## src/hdl/command_line_beacon_frame_builder_core_defines.svh

```systemverilog
// Assertion macros for the beacon frame builder core.
// Used by the top level only; expects clk and rst_n in scope.
`ifndef COMMAND_LINE_BEACON_FRAME_BUILDER_CORE_DEFINES_SVH
`define COMMAND_LINE_BEACON_FRAME_BUILDER_CORE_DEFINES_SVH

// Same-cycle implication.
`define CBF_ASSERT_NOW(lbl, ante, cons, msg) \
  lbl: assert property (@(posedge clk) disable iff (!rst_n) (ante) |-> (cons)) \
    else $error(msg);

// Next-cycle implication.
`define CBF_ASSERT_NEXT(lbl, ante, cons, msg) \
  lbl: assert property (@(posedge clk) disable iff (!rst_n) (ante) |=> (cons)) \
    else $error(msg);

`endif

```

## src/hdl/cbf_pkg.sv

```systemverilog
// Shared constants and codes for the beacon frame builder.
// No dependencies.
`default_nettype none
package cbf_pkg;
  localparam int LINE_BYTES = 64;
  localparam int ADDR_W     = $clog2(LINE_BYTES);
  localparam int MAX_SSID   = 32;

  localparam logic [2:0] K_HANDSHAKE = 3'd0;
  localparam logic [2:0] K_OK        = 3'd1;
  localparam logic [2:0] K_FRAME     = 3'd2;
  localparam logic [2:0] K_MALFORMED = 3'd3;
  localparam logic [2:0] K_INJ_OFF   = 3'd4;
  localparam logic [2:0] K_BAD_BSSID = 3'd5;
  localparam logic [2:0] K_BAD_SSID  = 3'd6;
  localparam logic [2:0] K_UNKNOWN   = 3'd7;

  localparam logic [7:0] CH_LF    = 8'd10;
  localparam logic [7:0] CH_CR    = 8'd13;
  localparam logic [7:0] CH_SPACE = 8'h20;
endpackage
`default_nettype wire

```

## src/hdl/cbf_line_ram.sv

```systemverilog
// Line buffer: one write port, one read port with registered data.
// Depends on cbf_pkg.
`default_nettype none
module cbf_line_ram
  import cbf_pkg::*;
(
  input  wire logic              clk,
  input  wire logic              we,
  input  wire logic [ADDR_W-1:0] waddr,
  input  wire logic [7:0]        wdata,
  input  wire logic [ADDR_W-1:0] raddr,
  output logic      [7:0]        rdata_r
);
  logic [7:0] mem [LINE_BYTES];

  always_ff @(posedge clk) begin
    if (we) begin
      mem[waddr] <= wdata;
    end
    rdata_r <= mem[raddr];
  end
endmodule
`default_nettype wire

```

## src/hdl/command_line_beacon_frame_builder_core.sv

```systemverilog
// Line byte: stored if room, no result. Newline: a CR check, a scan of each
// stored byte to parse, then one status beat or a frame of up to 83 bytes,
// up to two bytes per beat, read via the single read port of the line buffer.
// Next byte is taken once the last result is registered. Synchronous active-low
// reset clears line length, injection flag, output valid; channel resets to 6.
`default_nettype none
`include "command_line_beacon_frame_builder_core_defines.svh"
module command_line_beacon_frame_builder_core
  import cbf_pkg::*;
(
  input  wire logic        clk,
  input  wire logic        rst_n,
  input  wire logic        in_valid,
  output logic             in_stall,
  input  wire logic [7:0]  in_rx_byte,
  output logic             out_valid,
  input  wire logic        out_stall,
  output logic      [2:0]  out_kind,
  output logic      [15:0] out_frame_bytes,
  output logic      [1:0]  out_byte_count,
  output logic             out_last,
  input  wire logic        cfg_wr_en,
  input  wire logic [3:0]  cfg_wr_data
);
  localparam logic [2:0] ST_IDLE   = 3'd0;
  localparam logic [2:0] ST_CR     = 3'd1;
  localparam logic [2:0] ST_SCAN   = 3'd2;
  localparam logic [2:0] ST_DECIDE = 3'd3;
  localparam logic [2:0] ST_FETCH  = 3'd4;
  localparam logic [2:0] ST_BYTE   = 3'd5;

  logic [2:0]        state_r, state_nxt;
  logic [ADDR_W-1:0] len_r, len_nxt;
  logic [ADDR_W-1:0] idx_r, idx_nxt;
  logic              inj_r, inj_nxt;
  logic [3:0]        chan_r;
  logic [7:0]        b_r [5];
  logic [7:0]        b_nxt [5];
  logic [47:0]       mac_r, mac_nxt;
  logic              hexok_r, hexok_nxt;
  logic              sp_r, sp_nxt;
  logic [6:0]        j_r, j_nxt;
  logic [7:0]        hi_r, hi_nxt;

  logic              out_valid_r;
  logic [2:0]        out_kind_r;
  logic [15:0]       out_fb_r;
  logic [1:0]        out_cnt_r;
  logic              out_last_r;
  logic              ld;
  logic [2:0]        ld_kind;
  logic [15:0]       ld_fb;
  logic [1:0]        ld_cnt;
  logic              ld_last;

  logic              acc, out_free, we;
  logic [ADDR_W-1:0] raddr;
  logic [7:0]        rdata;
  logic [4:0]        hexv;
  logic [6:0]        ssid_cnt, frm_total, tail;
  logic [7:0]        fb;

  cbf_line_ram u_ram (
    .clk(clk), .we(we), .waddr(len_r), .wdata(in_rx_byte),
    .raddr(raddr), .rdata_r(rdata)
  );

  // {valid, nibble}
  function automatic logic [4:0] hex_val(input logic [7:0] c);
    logic [4:0] v;
    v = 5'd0;
    if (c >= 8'h30 && c <= 8'h39) v = {1'b1, c[3:0]};
    else if ((c >= 8'h61 && c <= 8'h66) || (c >= 8'h41 && c <= 8'h46))
      v = {1'b1, c[3:0] + 4'd9};
    return v;
  endfunction

  function automatic logic [7:0] mac_byte(input logic [47:0] m, input logic [2:0] k);
    logic [7:0] r;
    r = 8'h00;
    unique case (k)
      3'd0: r = m[47:40];
      3'd1: r = m[39:32];
      3'd2: r = m[31:24];
      3'd3: r = m[23:16];
      3'd4: r = m[15:8];
      3'd5: r = m[7:0];
      default: r = 8'h00;
    endcase
    return r;
  endfunction

  function automatic logic [7:0] tail_byte(input logic [6:0] t, input logic [3:0] ch);
    logic [7:0] r;
    r = 8'h00;
    unique case (t)
      7'd0:  r = 8'h01;
      7'd1:  r = 8'h08;
      7'd2:  r = 8'h82;
      7'd3:  r = 8'h84;
      7'd4:  r = 8'h8B;
      7'd5:  r = 8'h96;
      7'd6:  r = 8'h24;
      7'd7:  r = 8'h30;
      7'd8:  r = 8'h48;
      7'd9:  r = 8'h6C;
      7'd10: r = 8'h03;
      7'd11: r = 8'h01;
      7'd12: r = {4'h0, ch};
      default: r = 8'h00;
    endcase
    return r;
  endfunction

  assign acc      = in_valid && !in_stall;
  assign in_stall = (state_r != ST_IDLE);
  assign out_free = !out_valid_r || !out_stall;
  assign we       = acc && (in_rx_byte != CH_LF) && (len_r != ADDR_W'(LINE_BYTES - 1));
  assign hexv     = hex_val(rdata);
  assign ssid_cnt = 7'(len_r) - 7'd17;
  assign frm_total = ssid_cnt + 7'd51;
  assign tail     = j_r - 7'd38 - ssid_cnt;

  always_comb begin
    unique case (state_r)
      ST_IDLE: raddr = len_r - 1'b1;
      ST_CR:   raddr = '0;
      ST_SCAN: raddr = idx_r + 1'b1;
      default: raddr = ADDR_W'(j_r - 7'd21);
    endcase
  end

  // frame byte at position j_r
  always_comb begin
    if (j_r == 7'd0)       fb = 8'h80;
    else if (j_r < 7'd4)   fb = 8'h00;
    else if (j_r < 7'd10)  fb = 8'hFF;
    else if (j_r < 7'd16)  fb = mac_byte(mac_r, 3'(j_r - 7'd10));
    else if (j_r < 7'd22)  fb = mac_byte(mac_r, 3'(j_r - 7'd16));
    else if (j_r == 7'd32) fb = 8'h64;
    else if (j_r == 7'd34) fb = 8'h31;
    else if (j_r == 7'd35) fb = 8'h04;
    else if (j_r < 7'd37)  fb = 8'h00;
    else if (j_r == 7'd37) fb = {1'b0, ssid_cnt};
    else if (j_r < 7'd38 + ssid_cnt) fb = rdata;
    else                   fb = tail_byte(tail, chan_r);
  end

  always_comb begin
    state_nxt = state_r;
    len_nxt   = len_r;
    idx_nxt   = idx_r;
    inj_nxt   = inj_r;
    b_nxt     = b_r;
    mac_nxt   = mac_r;
    hexok_nxt = hexok_r;
    sp_nxt    = sp_r;
    j_nxt     = j_r;
    hi_nxt    = hi_r;
    ld        = 1'b0;
    ld_kind   = K_OK;
    ld_fb     = 16'h0000;
    ld_cnt    = 2'd0;
    ld_last   = 1'b1;
    unique case (state_r)
      ST_IDLE: begin
        if (acc) begin
          if (in_rx_byte != CH_LF) begin
            if (we) len_nxt = len_r + 1'b1;
          end else if (len_r != '0) begin
            state_nxt = ST_CR;
          end
        end
      end
      ST_CR: begin
        if (rdata == CH_CR) len_nxt = len_r - 1'b1;
        if (len_nxt == '0) begin
          state_nxt = ST_IDLE;
        end else begin
          idx_nxt   = '0;
          hexok_nxt = 1'b1;
          sp_nxt    = 1'b0;
          state_nxt = ST_SCAN;
        end
      end
      ST_SCAN: begin
        if (idx_r < ADDR_W'(5)) b_nxt[3'(idx_r)] = rdata;
        if (idx_r >= ADDR_W'(4) && idx_r <= ADDR_W'(15)) begin
          hexok_nxt = hexok_r & hexv[4];
          mac_nxt   = {mac_r[43:0], hexv[3:0]};
        end
        if (idx_r == ADDR_W'(16)) sp_nxt = (rdata == CH_SPACE);
        if (idx_r == len_r - 1'b1) state_nxt = ST_DECIDE;
        idx_nxt = idx_r + 1'b1;
      end
      ST_DECIDE: begin
        if (out_free) begin
          ld        = 1'b1;
          state_nxt = ST_IDLE;
          len_nxt   = '0;
          if (len_r == ADDR_W'(3) && b_r[0] == "F" && b_r[1] == "F" && b_r[2] == "?") begin
            ld_kind = K_HANDSHAKE;
          end else if (len_r == ADDR_W'(4) && b_r[0] == "F" && b_r[1] == "F"
                       && b_r[2] == "O" && b_r[3] == "N") begin
            inj_nxt = 1'b1;
          end else if (len_r == ADDR_W'(5) && b_r[0] == "F" && b_r[1] == "F"
                       && b_r[2] == "O" && b_r[3] == "F" && b_r[4] == "F") begin
            inj_nxt = 1'b0;
          end else if (len_r >= ADDR_W'(4) && b_r[0] == "F" && b_r[1] == "F"
                       && b_r[2] == "B" && b_r[3] == CH_SPACE) begin
            if (len_r < ADDR_W'(18) || !sp_r) ld_kind = K_MALFORMED;
            else if (!inj_r)                  ld_kind = K_INJ_OFF;
            else if (!hexok_r)                ld_kind = K_BAD_BSSID;
            else if (ssid_cnt > 7'(MAX_SSID)) ld_kind = K_BAD_SSID;
            else begin
              ld        = 1'b0;
              len_nxt   = len_r;
              j_nxt     = '0;
              state_nxt = ST_FETCH;
            end
          end else begin
            ld_kind = K_UNKNOWN;
          end
        end
      end
      ST_FETCH: begin
        state_nxt = ST_BYTE;
      end
      ST_BYTE: begin
        ld_kind = K_FRAME;
        ld_last = (j_r == frm_total - 1'b1);
        if (!j_r[0] && !ld_last) begin
          hi_nxt    = fb;
          j_nxt     = j_r + 1'b1;
          state_nxt = ST_FETCH;
        end else if (out_free) begin
          ld = 1'b1;
          if (j_r[0]) begin
            ld_fb  = {hi_r, fb};
            ld_cnt = 2'd2;
          end else begin
            ld_fb  = {fb, 8'h00};
            ld_cnt = 2'd1;
          end
          j_nxt = j_r + 1'b1;
          if (ld_last) begin
            len_nxt   = '0;
            state_nxt = ST_IDLE;
          end else begin
            state_nxt = ST_FETCH;
          end
        end
      end
      default: state_nxt = ST_IDLE;
    endcase
  end

  always_ff @(posedge clk) begin
    if (!rst_n) begin
      state_r     <= ST_IDLE;
      len_r       <= '0;
      inj_r       <= 1'b0;
      chan_r      <= 4'd6;
      out_valid_r <= 1'b0;
    end else begin
      state_r <= state_nxt;
      len_r   <= len_nxt;
      inj_r   <= inj_nxt;
      if (cfg_wr_en) chan_r <= cfg_wr_data;
      if (ld) out_valid_r <= 1'b1;
      else if (!out_stall) out_valid_r <= 1'b0;
    end
  end

  always_ff @(posedge clk) begin
    idx_r   <= idx_nxt;
    b_r     <= b_nxt;
    mac_r   <= mac_nxt;
    hexok_r <= hexok_nxt;
    sp_r    <= sp_nxt;
    j_r     <= j_nxt;
    hi_r    <= hi_nxt;
    if (ld) begin
      out_kind_r <= ld_kind;
      out_fb_r   <= ld_fb;
      out_cnt_r  <= ld_cnt;
      out_last_r <= ld_last;
    end
  end

  assign out_valid       = out_valid_r;
  assign out_kind        = out_kind_r;
  assign out_frame_bytes = out_fb_r;
  assign out_byte_count  = out_cnt_r;
  assign out_last        = out_last_r;

  `CBF_ASSERT_NOW(a_cnt_kind, out_valid, (out_byte_count != 2'd0) == (out_kind == K_FRAME), "byte count disagrees with kind")
  `CBF_ASSERT_NOW(a_status_last, out_valid && out_kind != K_FRAME, out_last && out_frame_bytes == 16'h0000, "status beat malformed")
  `CBF_ASSERT_NEXT(a_lf_busy, in_valid && !in_stall && in_rx_byte == CH_LF && len_r != '0, in_stall, "newline not processed")
endmodule
`default_nettype wire

```

## config.mk

```make
export PLATFORM = sky130hd
export DESIGN_NAME = command_line_beacon_frame_builder_core
export DESIGN_NICKNAME = d
export VERILOG_FILES = /design/src/hdl/cbf_pkg.sv /design/src/hdl/cbf_line_ram.sv /design/src/hdl/command_line_beacon_frame_builder_core.sv
export VERILOG_INCLUDE_DIRS = /design/src /design/src/hdl
export SDC_FILE = /design/constraint.sdc
export NUM_CORES = 1
export LEC_CHECK = 0
export BUFFER_PORTS_ARGS = -buffer_cell sky130_fd_sc_hd__buf_2
export CAP_MARGIN = 10
export CORE_ASPECT_RATIO = 1.25
export CORE_MARGIN = 3
export CORE_UTILIZATION = 63
export DETAILED_ROUTE_END_ITERATION = 6
export PLACE_DENSITY = 0.8
export REMOVE_ABC_BUFFERS = 1
export SLEW_MARGIN = 0
export SYNTH_ARGS = -nofsm -noshare
export SYNTH_HDL_FRONTEND = slang
export SYNTH_HIERARCHICAL = 1
export SYNTH_SLANG_ARGS = --single-unit
```

## constraint.sdc

```tcl
create_clock -name clk -period 7.3 [get_ports clk]
set_input_delay 2.19 -clock clk [delete_from_list [all_inputs] [get_ports clk]]
set_output_delay 2.19 -clock clk [all_outputs]
set_load 0.005 [all_outputs]
```

==> impl_metrics.tcl, run 1 <==
set metrics [dict create \
    placed_area_sq_mm 0.0296 \
    worstPathCellList "inv_1 > ha_1 > xor2_1 > inv_1 > ha_1 > nor2_1 > xnor2_1 > ha_1 > nor3_1 > o211ai_1 > a31oi_2 > or2_2 > a21oi_1 > o211ai_1 > a2bb2oi_1" \
    via_per_inst 6.96 \
    worstHoldStart "mac_r[13]" \
    wire_per_inst_microns 28.8 \
    groute.usage.overall 0.293 \
    cp-startpoint "len_r[0]" \
    vdd_ir_drop_max_mv 0.502 \
    relSlewSlack 0.261 \
    die-width_microns 198 \
    finalSetupViolCount 0 \
    layout.nets 1876 \
    antenna_found_initial 0 \
    core_area_sq_mm 0.0453 \
    reg2reg_from "len_r[0]" \
    firstDrtPassIters 6 \
    ctsHoldBuffers 0 \
    rows 87 \
    grt_pass1_wl_mm 106 \
    finalMaxSlewViolations 0 \
    p_leak_nw 10.3 \
    synthFlopType "edfxtp_1" \
    skew_ns 0.0153 \
    max_cap_violations 0 \
    worst_slew_pin_slew_ns 1.10 \
    io_pins 41 \
    via_count 17020 \
    ant_nets 0 \
    final_cell_mix "edfxtp_1 (645), nor2_1 (153), mux4_2 (124)" \
    crit_path_frequent_cell "ha_1" \
    setup.worst_path.end_class "flop" \
    synth_cells 1804 \
    drc 0 \
    clkLatencyLatePin_ns 0.62 \
    path_max_fanout 24 \
    cp-start-kind "flop" \
    finalWirelength_mm 70.5 \
    yosysWarnings 6 \
    finalWeightedCongestion 0.925 \
    timing.fmax_ghz 0.188 \
    final_common_cell "edfxtp_1" \
    die-area_sq_mm 0.0487 \
    overflow 0 \
    synth_seq_cells 668 \
    ctsResizeCount 0 \
    dp.final_hpwl_mm 44.6 \
    cpMaxStageDelayCell "dfxtp_1" \
    clock-root-buffer "clkbuf_16" \
    status "finished, final reports clean" \
    postCtsSetupRepairBufs 0 \
    grt_pass1_vias 16957 \
    synth_cell_types 100 \
    finalHoldViolCount 0 \
    finalSetupTns_ns 0 \
    syn_area_per_cell_sq_um 16.1 \
    port_buffers 40 \
    clk_pin_slew_worst_paths_ns 0.07 \
    ys_seq_area_frac 0.683 \
    crit_type "flop to flop" \
    h-tree-depth 2 \
    dr.first_iter.drc_count 2039 \
    drive_gt1_frac 0.183 \
    post-route-min-period_ns 5.31 \
    nFillCells 2827 \
    numCtsBuffers 60 \
    area_growth_pct 8.82 \
    grt_setup_unrepaired "false" \
    hp-class "flop to flop" \
    synth.cell_area_sq_mm 0.0290 \
    cts_tree "built" \
    die_y_microns 246 \
    ys_async_sr_fraction 0 \
    powerDensity_mw_per_mm2 422 \
    cts_sinks 668 \
    worstPathRequired_ns 7.78 \
    start_util 0.641 \
    cts.path.max_buffers 3 \
    fin_crit_sh 0.727 \
    cp_data_arrival_time_ns 5.79 \
    grt_start_max_net_pins 110 \
    power_mw 13.3 \
    design_area_sq_mm 0.0316 \
    slowest_delay_ns 0.95 \
    synth-edff-count 645 \
]
## per-stage QoR
step | setup WS (ns) | cells | hold WS (ns) | util
3_3_place_gp | 1.92 | 2333 | 0.460 | 0.655
2_1_floorplan | -11.83 | 1692 | 0.440 | -
4_1_cts | 1.73 | 2444 | 0.484 | 0.697
5_1_grt | 1.48 | 2445 | 0.498 | 0.697
3_5_place_dp | 1.77 | 2333 | 0.460 | 0.655
6_report | 1.99 | 2446 | 0.483 | 0.697
## synth_stat cells, types with 11 or more instances
master / count / area, sq um
clkbuf_1: 63 / 236
a21oi_1: 45 / 225
nor2_1: 154 / 578
nand2_1: 93 / 349
a221oi_1: 17 / 149
inv_1: 39 / 146
edfxtp_1: 645 / 19400
o21ai_0: 51 / 255
nand2b_1: 14 / 87.6
mux2i_1: 22 / 220
a22oi_1: 19 / 143
xor2_1: 13 / 114
buf_4: 11 / 82.6
dfxtp_1: 23 / 460
nand3_1: 38 / 190
ha_1: 40 / 500
or2_2: 11 / 68.8
mux4_2: 124 / 2790
xnor2_1: 20 / 175
or3_1: 13 / 81.3
a31oi_1: 19 / 119
mux2_2: 17 / 191
buf_2: 21 / 105
nor2b_1: 14 / 87.6
nor3_1: 28 / 140
o22ai_1: 29 / 181
## per-layer routing
| metal | routed length, microns | up-vias | global-route usage | share of wire |
|---|---|---|---|---|
| met2 | 34900 | 1037 | 0.487 | 0.49 |
| met1 | 25300 | 8522 | 0.369 | 0.36 |
| met5 | 0 | - | 0 | 0 |
| met3 | 5640 | 245 | 0.0514 | 0.080 |
| li1 | - | 7216 | - | - |
| met4 | 4630 | 0 | 0.164 | 0.066 |
## registers in the layout, indices dropped and copies added (netlist names), 4 cells and up
register	cells
u_ram/mem	512
mac_r	48
b_r	40
out_frame_bytes	16
hi_r	8
u_ram/rdata_r	8
j_r	7
idx_r	6
len_r	6
chan_r	4
## final timing paths
check                            end  slack [ns]  cells past startpoint
hold reg to reg            mac_r[17]        0.48                      0
hold / removal             mac_r[17]        0.48                      0
setup / recovery  out_frame_bytes[8]        1.99                     15
setup reg to reg  out_frame_bytes[8]        1.99                     15
## where the power goes
part | internal, mW | switching [mW] | total (mW)
Sequential | 4.38 | 0.232 | 4.61
Clock | 1.75 | 1.34 | 3.09
Combinational | 2.25 | 3.38 | 5.63
Total | 8.38 | 4.95 | 13.3
## critical path, delay by kind of cell (launching register included)
family	cells	cell delay, ns
AO/OA/AOI/OAI	5	1.47
XOR/XNOR	2	0.60
adder cells (fa/ha/maj)	3	0.91
buffers and inverters	2	0.64
flip-flops	1	0.95
AND/OR/NAND/NOR	3	0.58
## cell families after synthesis
| group | Yosys count | synth area share |
|---|---|---|
| buffers and inverters | 154 | 0.0251 |
| muxes | 163 | 0.110 |
| adders and majority gates | 41 | 0.0179 |
| and+or+nand+nor | 448 | 0.0770 |
| DFF | 668 | 0.683 |
| xor gates and xnor gates | 36 | 0.0121 |
| AOI/OAI and AO/OA | 294 | 0.0741 |
## layout make-up
class	count	area [sq um]	share of cell area
sequential	668	19800	0.628
multi-input combinational	982	8530	0.270
clock buffer	74	1550	0.0492
tap	578	723	0.0229
timing repair buffer	64	415	0.0132
clock inverter	37	364	0.0115
inverter	42	158	0.00499
antenna	1	2.50	0.0000792
(Power assumes the default switching activity.)
==> run 2, diff against run 1 <==
- CORE_UTILIZATION: 63 -> 57
- PLACE_DENSITY: 0.8 -> 0.76
- clock period: 7.3 -> 4.6 ns (I/O delays scaled with it)
==> run 2 against run 1 <==
  * Design area increased by 1.9%
  * Hold slack got worse by 0.011 ns
  * Clock skew rose by 0.011 ns
  * Sequential power rose by 58%
  * Maximum frequency rose by 27%
  * Count of clock-buffer cells in the layout is 6 higher
  * Combinational power increased by 64%
  * Sequential share of layout area shrank 1.2 points
  * First-iteration DRC count rose by 7.0%
  * Highest routed layer unchanged
==> impl_metrics.tcl, run 2 (synthesis gave the netlist of run 1 again) <==
set metrics [dict create \
    io_pins 41 \
    fin_crit_sh 0.907 \
    slowest_delay_ns 0.64 \
    cts_sinks 668 \
    grt_setup_unrepaired "false" \
    cts.path.max_buffers 3 \
    postCtsSetupRepairBufs 0 \
    clock-root-buffer "clkbuf_16" \
    vdd_ir_drop_max_mv 0.840 \
    worstPathCellList "o31ai_1 > nand2_2 > ha_1 > inv_1 > ha_1 > a21o_1 > nor4b_1 > mux2_2 > o21ai_2 > nand2_4 > a221oi_2 > o41ai_1 > nor3b_1" \
    hold_ws_ns 0.472 \
    setup_ws_ns 0.429 \
    use_met1 0.341 \
    dp_slack_ns 0.480 \
    hp-class "flop to flop" \
    worstPathRequired_ns 5.03 \
    crit_buf_inv 1 \
    final_cell_mix "edfxtp_1 (645), nor2_1 (153), mux4_2 (124)" \
    dp.final_hpwl_mm 48.3 \
    largest_reg_flops 512 \
    relSlewSlack 0.216 \
    p_leak_nw 10.6 \
    crit_path_frequent_cell "ha_1" \
    groute.usage.overall 0.271 \
    core_area_sq_mm 0.0499 \
    wire_per_inst_microns 28.1 \
    clkLatencyLatePin_ns 0.61 \
    port_buffers 40 \
    die-area_sq_mm 0.0537 \
    top_register "u_ram/mem" \
    layout.nets 1926 \
    ctsHoldBuffers 0 \
    met2_usage 0.461 \
    crit_type "flop to flop" \
    die-width_microns 208 \
    finalWeightedCongestion 0.987 \
    cpMaxStageDelayCell "o31ai_1" \
    grt_pass1_wl_mm 109 \
    clk_pin_slew_worst_paths_ns 0.06 \
    cp_top_family "compound AO/OA/AOI/OAI gates" \
    final_common_cell "edfxtp_1" \
    seqCellArea_sq_mm 0.0198 \
    ctsResizeCount 0 \
    nFillCells 3342 \
    dr.first_iter.drc_count 2181 \
    status "finished, final reports clean" \
    r2r_slack_ns 0.43 \
    start_util 0.582 \
    antenna_found_initial 1 \
    area_growth_pct 10.9 \
    worst_slew_pin_slew_ns 1.17 \
    final_util 0.645 \
    cts_tree "built" \
    rows 91 \
    finalSetupViolCount 0 \
    overflow 0 \
    n_antenna_cell 0 \
    grt_start_max_net_pins 92 \
    grt-busiest-layer "met2" \
    finalWirelength_mm 72.3 \
    timing.fmax_ghz 0.240 \
    post-route-min-period_ns 4.17 \
    numCtsBuffers 66 \
    grt_pass1_vias 17055 \
    drc 0 \
    multi_input_area_sq_mm 0.00853 \
    via_count 17070 \
    via_per_inst 6.64 \
    cp_data_arrival_time_ns 4.60 \
    met3_usage 0.0356 \
    firstDrtPassIters 6 \
    finalHoldViolCount 0 \
    path_max_fanout 20 \
    powerDensity_mw_per_mm2 674 \
    skew_ns 0.0260 \
    reg_top3 "u_ram/mem: 512 flops, mac_r: 48 flops, b_r: 40 flops" \
    setup.worst_path.end_class "flop" \
    max_cap_violations 0 \
    drive_gt1_frac 0.210 \
    finalMaxSlewViolations 0 \
    die_y_microns 258 \
    h-tree-depth 3 \
    ant_nets 0 \
    cp-start-kind "flop" \
]
==> run 2: cell count changes in the layout (fill, tap and decap cells not counted), moves of 2 or more <==
cell / change
inv_6: +4
buf_4: +43
clkbuf_8: +2
bufinv_16: -3
clkbuf_1: -3
clkinvlp_4: +4
clkbuf_16: +7
clkinv_2: +4
buf_12: +2
clkinv_1: -9
==> run 2: metal layers <==
metal	share of wire	vias up
met5	0	-
met4	0.061	0
met3	0.074	230
met2	0.51	941
met1	0.36	8568
li1	-	7331
==> run 2: path summary, 6_finish.rpt <==
check	depth (start not counted)	from	endpoint
setup reg to reg	13	len_r[2]	out_frame_bytes[6]
hold reg to reg	0	mac_r[4]	mac_r[8]
hold / removal	0	mac_r[4]	mac_r[8]
setup / recovery	13	len_r[2]	out_frame_bytes[6]
==> run 2: cell type report <==
cell class	count	share of cell area
flip-flops and latches	668	0.616
multi-input cells	982	0.265
clock buffers	80	0.0542
well taps	651	0.0253
repair buffers	108	0.0240
clock inverters	38	0.0105
inverters	42	0.00490
==> run 2: per-stage QoR <==
stage,setup TNS (ns),cell area [sq um],cells,power (mW)
floorplan,-188.37,28400,1692,12.7
global placement,0,30100,2451,16.4
detailed placement,0,30100,2451,16.5
CTS,0,32200,2569,21.7
global route,0,32200,2569,22.6
finish,0,32200,2569,21.7
==> run 2: power by group <==
part / switching, mW / internal, mW / total, mW
clock: 2.25 / 2.96 / 5.21
combinational: 5.36 / 3.85 / 9.21
sequential: 0.347 / 6.94 / 7.29
total: 7.96 / 13.7 / 21.7
==> run 3, diff against run 2 <==
- GPL_TIMING_DRIVEN: unset -> 0
==> run 3 against run 2 <==
  * Global-route usage decreased by 1.6 points
  * Wire length decreased by 6.0%
  * Cell count decreased by 1.1%
  * Worst setup slack got worse by 0.27 ns
  * Sequential share of layout area decreased by 0.31 points
  * Maximum frequency decreased by 6.2%
  * Clock power decreased by 1%
  * Via count decreased by 0.79%
  * First-iteration DRC count decreased by 4.8%
  * Sequential power increased by 0.8%
  * Critical path type unchanged
  * Highest routed layer unchanged
==> impl_metrics.tcl, run 3 (synthesis gave the netlist of run 1 again) <==
set metrics [dict create \
    r2r_slack_ns 0.15 \
    stdcell_count 2541 \
    h-tree-depth 3 \
    worst_slew_pin_slew_ns 1.24 \
    reg2reg_from "len_r[0]" \
    n_antenna_cell 0 \
    finalHoldViolCount 0 \
    worstPathRequired_ns 4.96 \
    drive_gt1_frac 0.201 \
    cp-start-kind "flop" \
    finalWeightedCongestion 0.897 \
    groute.usage.overall 0.255 \
    post-route-min-period_ns 4.45 \
    port_buffers 40 \
    top_register "u_ram/mem" \
    dp.final_hpwl_mm 43.2 \
    die-width_microns 208 \
    via_count 16936 \
    crit_type "flop to flop" \
    placed_area_sq_mm 0.0300 \
    r2r_cells 14 \
    grt_pass1_vias 17104 \
    use_met1 0.326 \
    relSlewSlack 0.176 \
    grt_pass1_wl_mm 104 \
    setup.worst_path.end_class "flop" \
    antenna_found_initial 0 \
    firstDrtPassIters 6 \
    core_area_sq_mm 0.0499 \
    ant_nets 0 \
    dp_cells 2408 \
    status "finished, final reports clean" \
    vdd_ir_drop_max_mv 0.436 \
    final_cell_mix "edfxtp_1 (645), nor2_1 (153), mux4_2 (124)" \
    rows 91 \
    clk_pin_slew_worst_paths_ns 0.06 \
    die-area_sq_mm 0.0537 \
    wire_per_inst_microns 26.7 \
    cts_sinks 668 \
    grt-busiest-layer "met2" \
    skew_ns 0.0145 \
    worstHoldStart "mac_r[10]" \
    cts.path.max_buffers 3 \
    holdPathEnd "mac_r[14]" \
    clock-root-buffer "clkbuf_16" \
    final_common_cell "edfxtp_1" \
    design_area_sq_mm 0.0324 \
    hold_depth 0 \
    reg_top3 "u_ram/mem: 512 flops, mac_r: 48 flops, b_r: 40 flops" \
    met3_usage 0.0441 \
    cts_tree "built" \
    area_growth_pct 11.5 \
    largest_reg_flops 512 \
    ctsHoldBuffers 0 \
    finalSetupViolCount 0 \
    hp-class "flop to flop" \
    overflow 0 \
    numCtsBuffers 66 \
    grt_start_max_net_pins 66 \
    layout.nets 1897 \
    powerDensity_mw_per_mm2 687 \
    finalMaxSlewViolations 0 \
    grt_setup_unrepaired "false" \
    cp_data_arrival_time_ns 4.80 \
    fin_crit_sh 0.966 \
    met2_usage 0.417 \
    finalWirelength_mm 67.9 \
    path_max_fanout 24 \
    max_cap_violations 0 \
    via_per_inst 6.67 \
    clkLatencyLatePin_ns 0.62 \
    p_leak_nw 10.6 \
    io_pins 41 \
    start_util 0.582 \
    die_y_microns 258 \
    dr.first_iter.drc_count 2076 \
    drc 0 \
    timing.fmax_ghz 0.225 \
    r2r-end "out_frame_bytes[12]" \
]
-- run 3: cell types whose count changed in the layout (fill, tap and decap cells not counted), sizes merged --
cell	delta
clkbuf	+1
buf	-29
clkinv	+9
clkinvlp	-5
inv	-4
-- run 3: worst max path at each step --
stage	from	endpoint	slack [ns]	cells past startpoint
2_1_floorplan	state_r[1]	u_ram/rdata_r[2]	-14.53	5
3_5_place_dp	len_r[0]	out_frame_bytes[6]	-1.28	14
4_1_cts	len_r[0]	out_frame_bytes[12]	0.02	15
3_3_place_gp	state_r[1]	u_ram/rdata_r[2]	-22.27	5
6_report	len_r[0]	out_frame_bytes[12]	0.15	14
5_1_grt	len_r[0]	out_frame_bytes[10]	0.03	14
-- run 3: power by group --
group	switching, mW	internal, mW
Combinational	5.47	4.25
Clock	2.26	2.90
Sequential	0.398	6.95
Total	8.12	14.1
-- run 3: final cells by class --
cell class / count / area, sq um
tap: 651 / 815
inverter: 42 / 158
sequential: 668 / 19800
timing repair buffer: 79 / 827
clock inverter: 38 / 364
fill: 3323 / 17500
clock buffer: 81 / 1710
multi-input combinational: 982 / 8650
-- run 3: metrics by stage --
stage	hold WS, ns	setup slack (ns)	total power [mW]	util	setup TNS (ns)
floorplan	0.440	-14.53	12.7	-	-188.37
global placement	0.450	-22.27	13.5	0.591	-1053.08
detailed placement	0.462	-1.28	16.7	0.602	-137.62
CTS	0.474	0.0196	22.1	0.645	0
global route	0.488	0.0277	23.2	0.649	0
finish	0.479	0.154	22.2	0.649	0
-- run 3: timing repair --
item,CTS,global route
pin swaps,0,4
endpoints found under the setup margin,61,26
setup buffers,0,11
gates resized for setup,13,7
-- run 3: routing by layer --
layer / wire [microns] / share of wire / vias up
met3: 5390 / 0.079 / 233
met4: 4320 / 0.064 / 0
li1: - / - / 7257
met5: 0 / 0 / -
met2: 33300 / 0.49 / 919
met1: 24900 / 0.37 / 8527
-- run 3: critical path, cell delays in order, from the launching register on --
cell and delay (ns):
dfxtp_4 0.57, inv_1 0.27, ha_2 0.35, xor2_2 0.33, inv_1 0.23, ha_1 0.37
ha_1 0.30, a21o_1 0.16, a21o_1 0.20, mux2_2 0.28, o21ai_2 0.23, nand4bb_1 0.14
a31oi_1 0.37, nor2_1 0.15, a22o_1 0.22
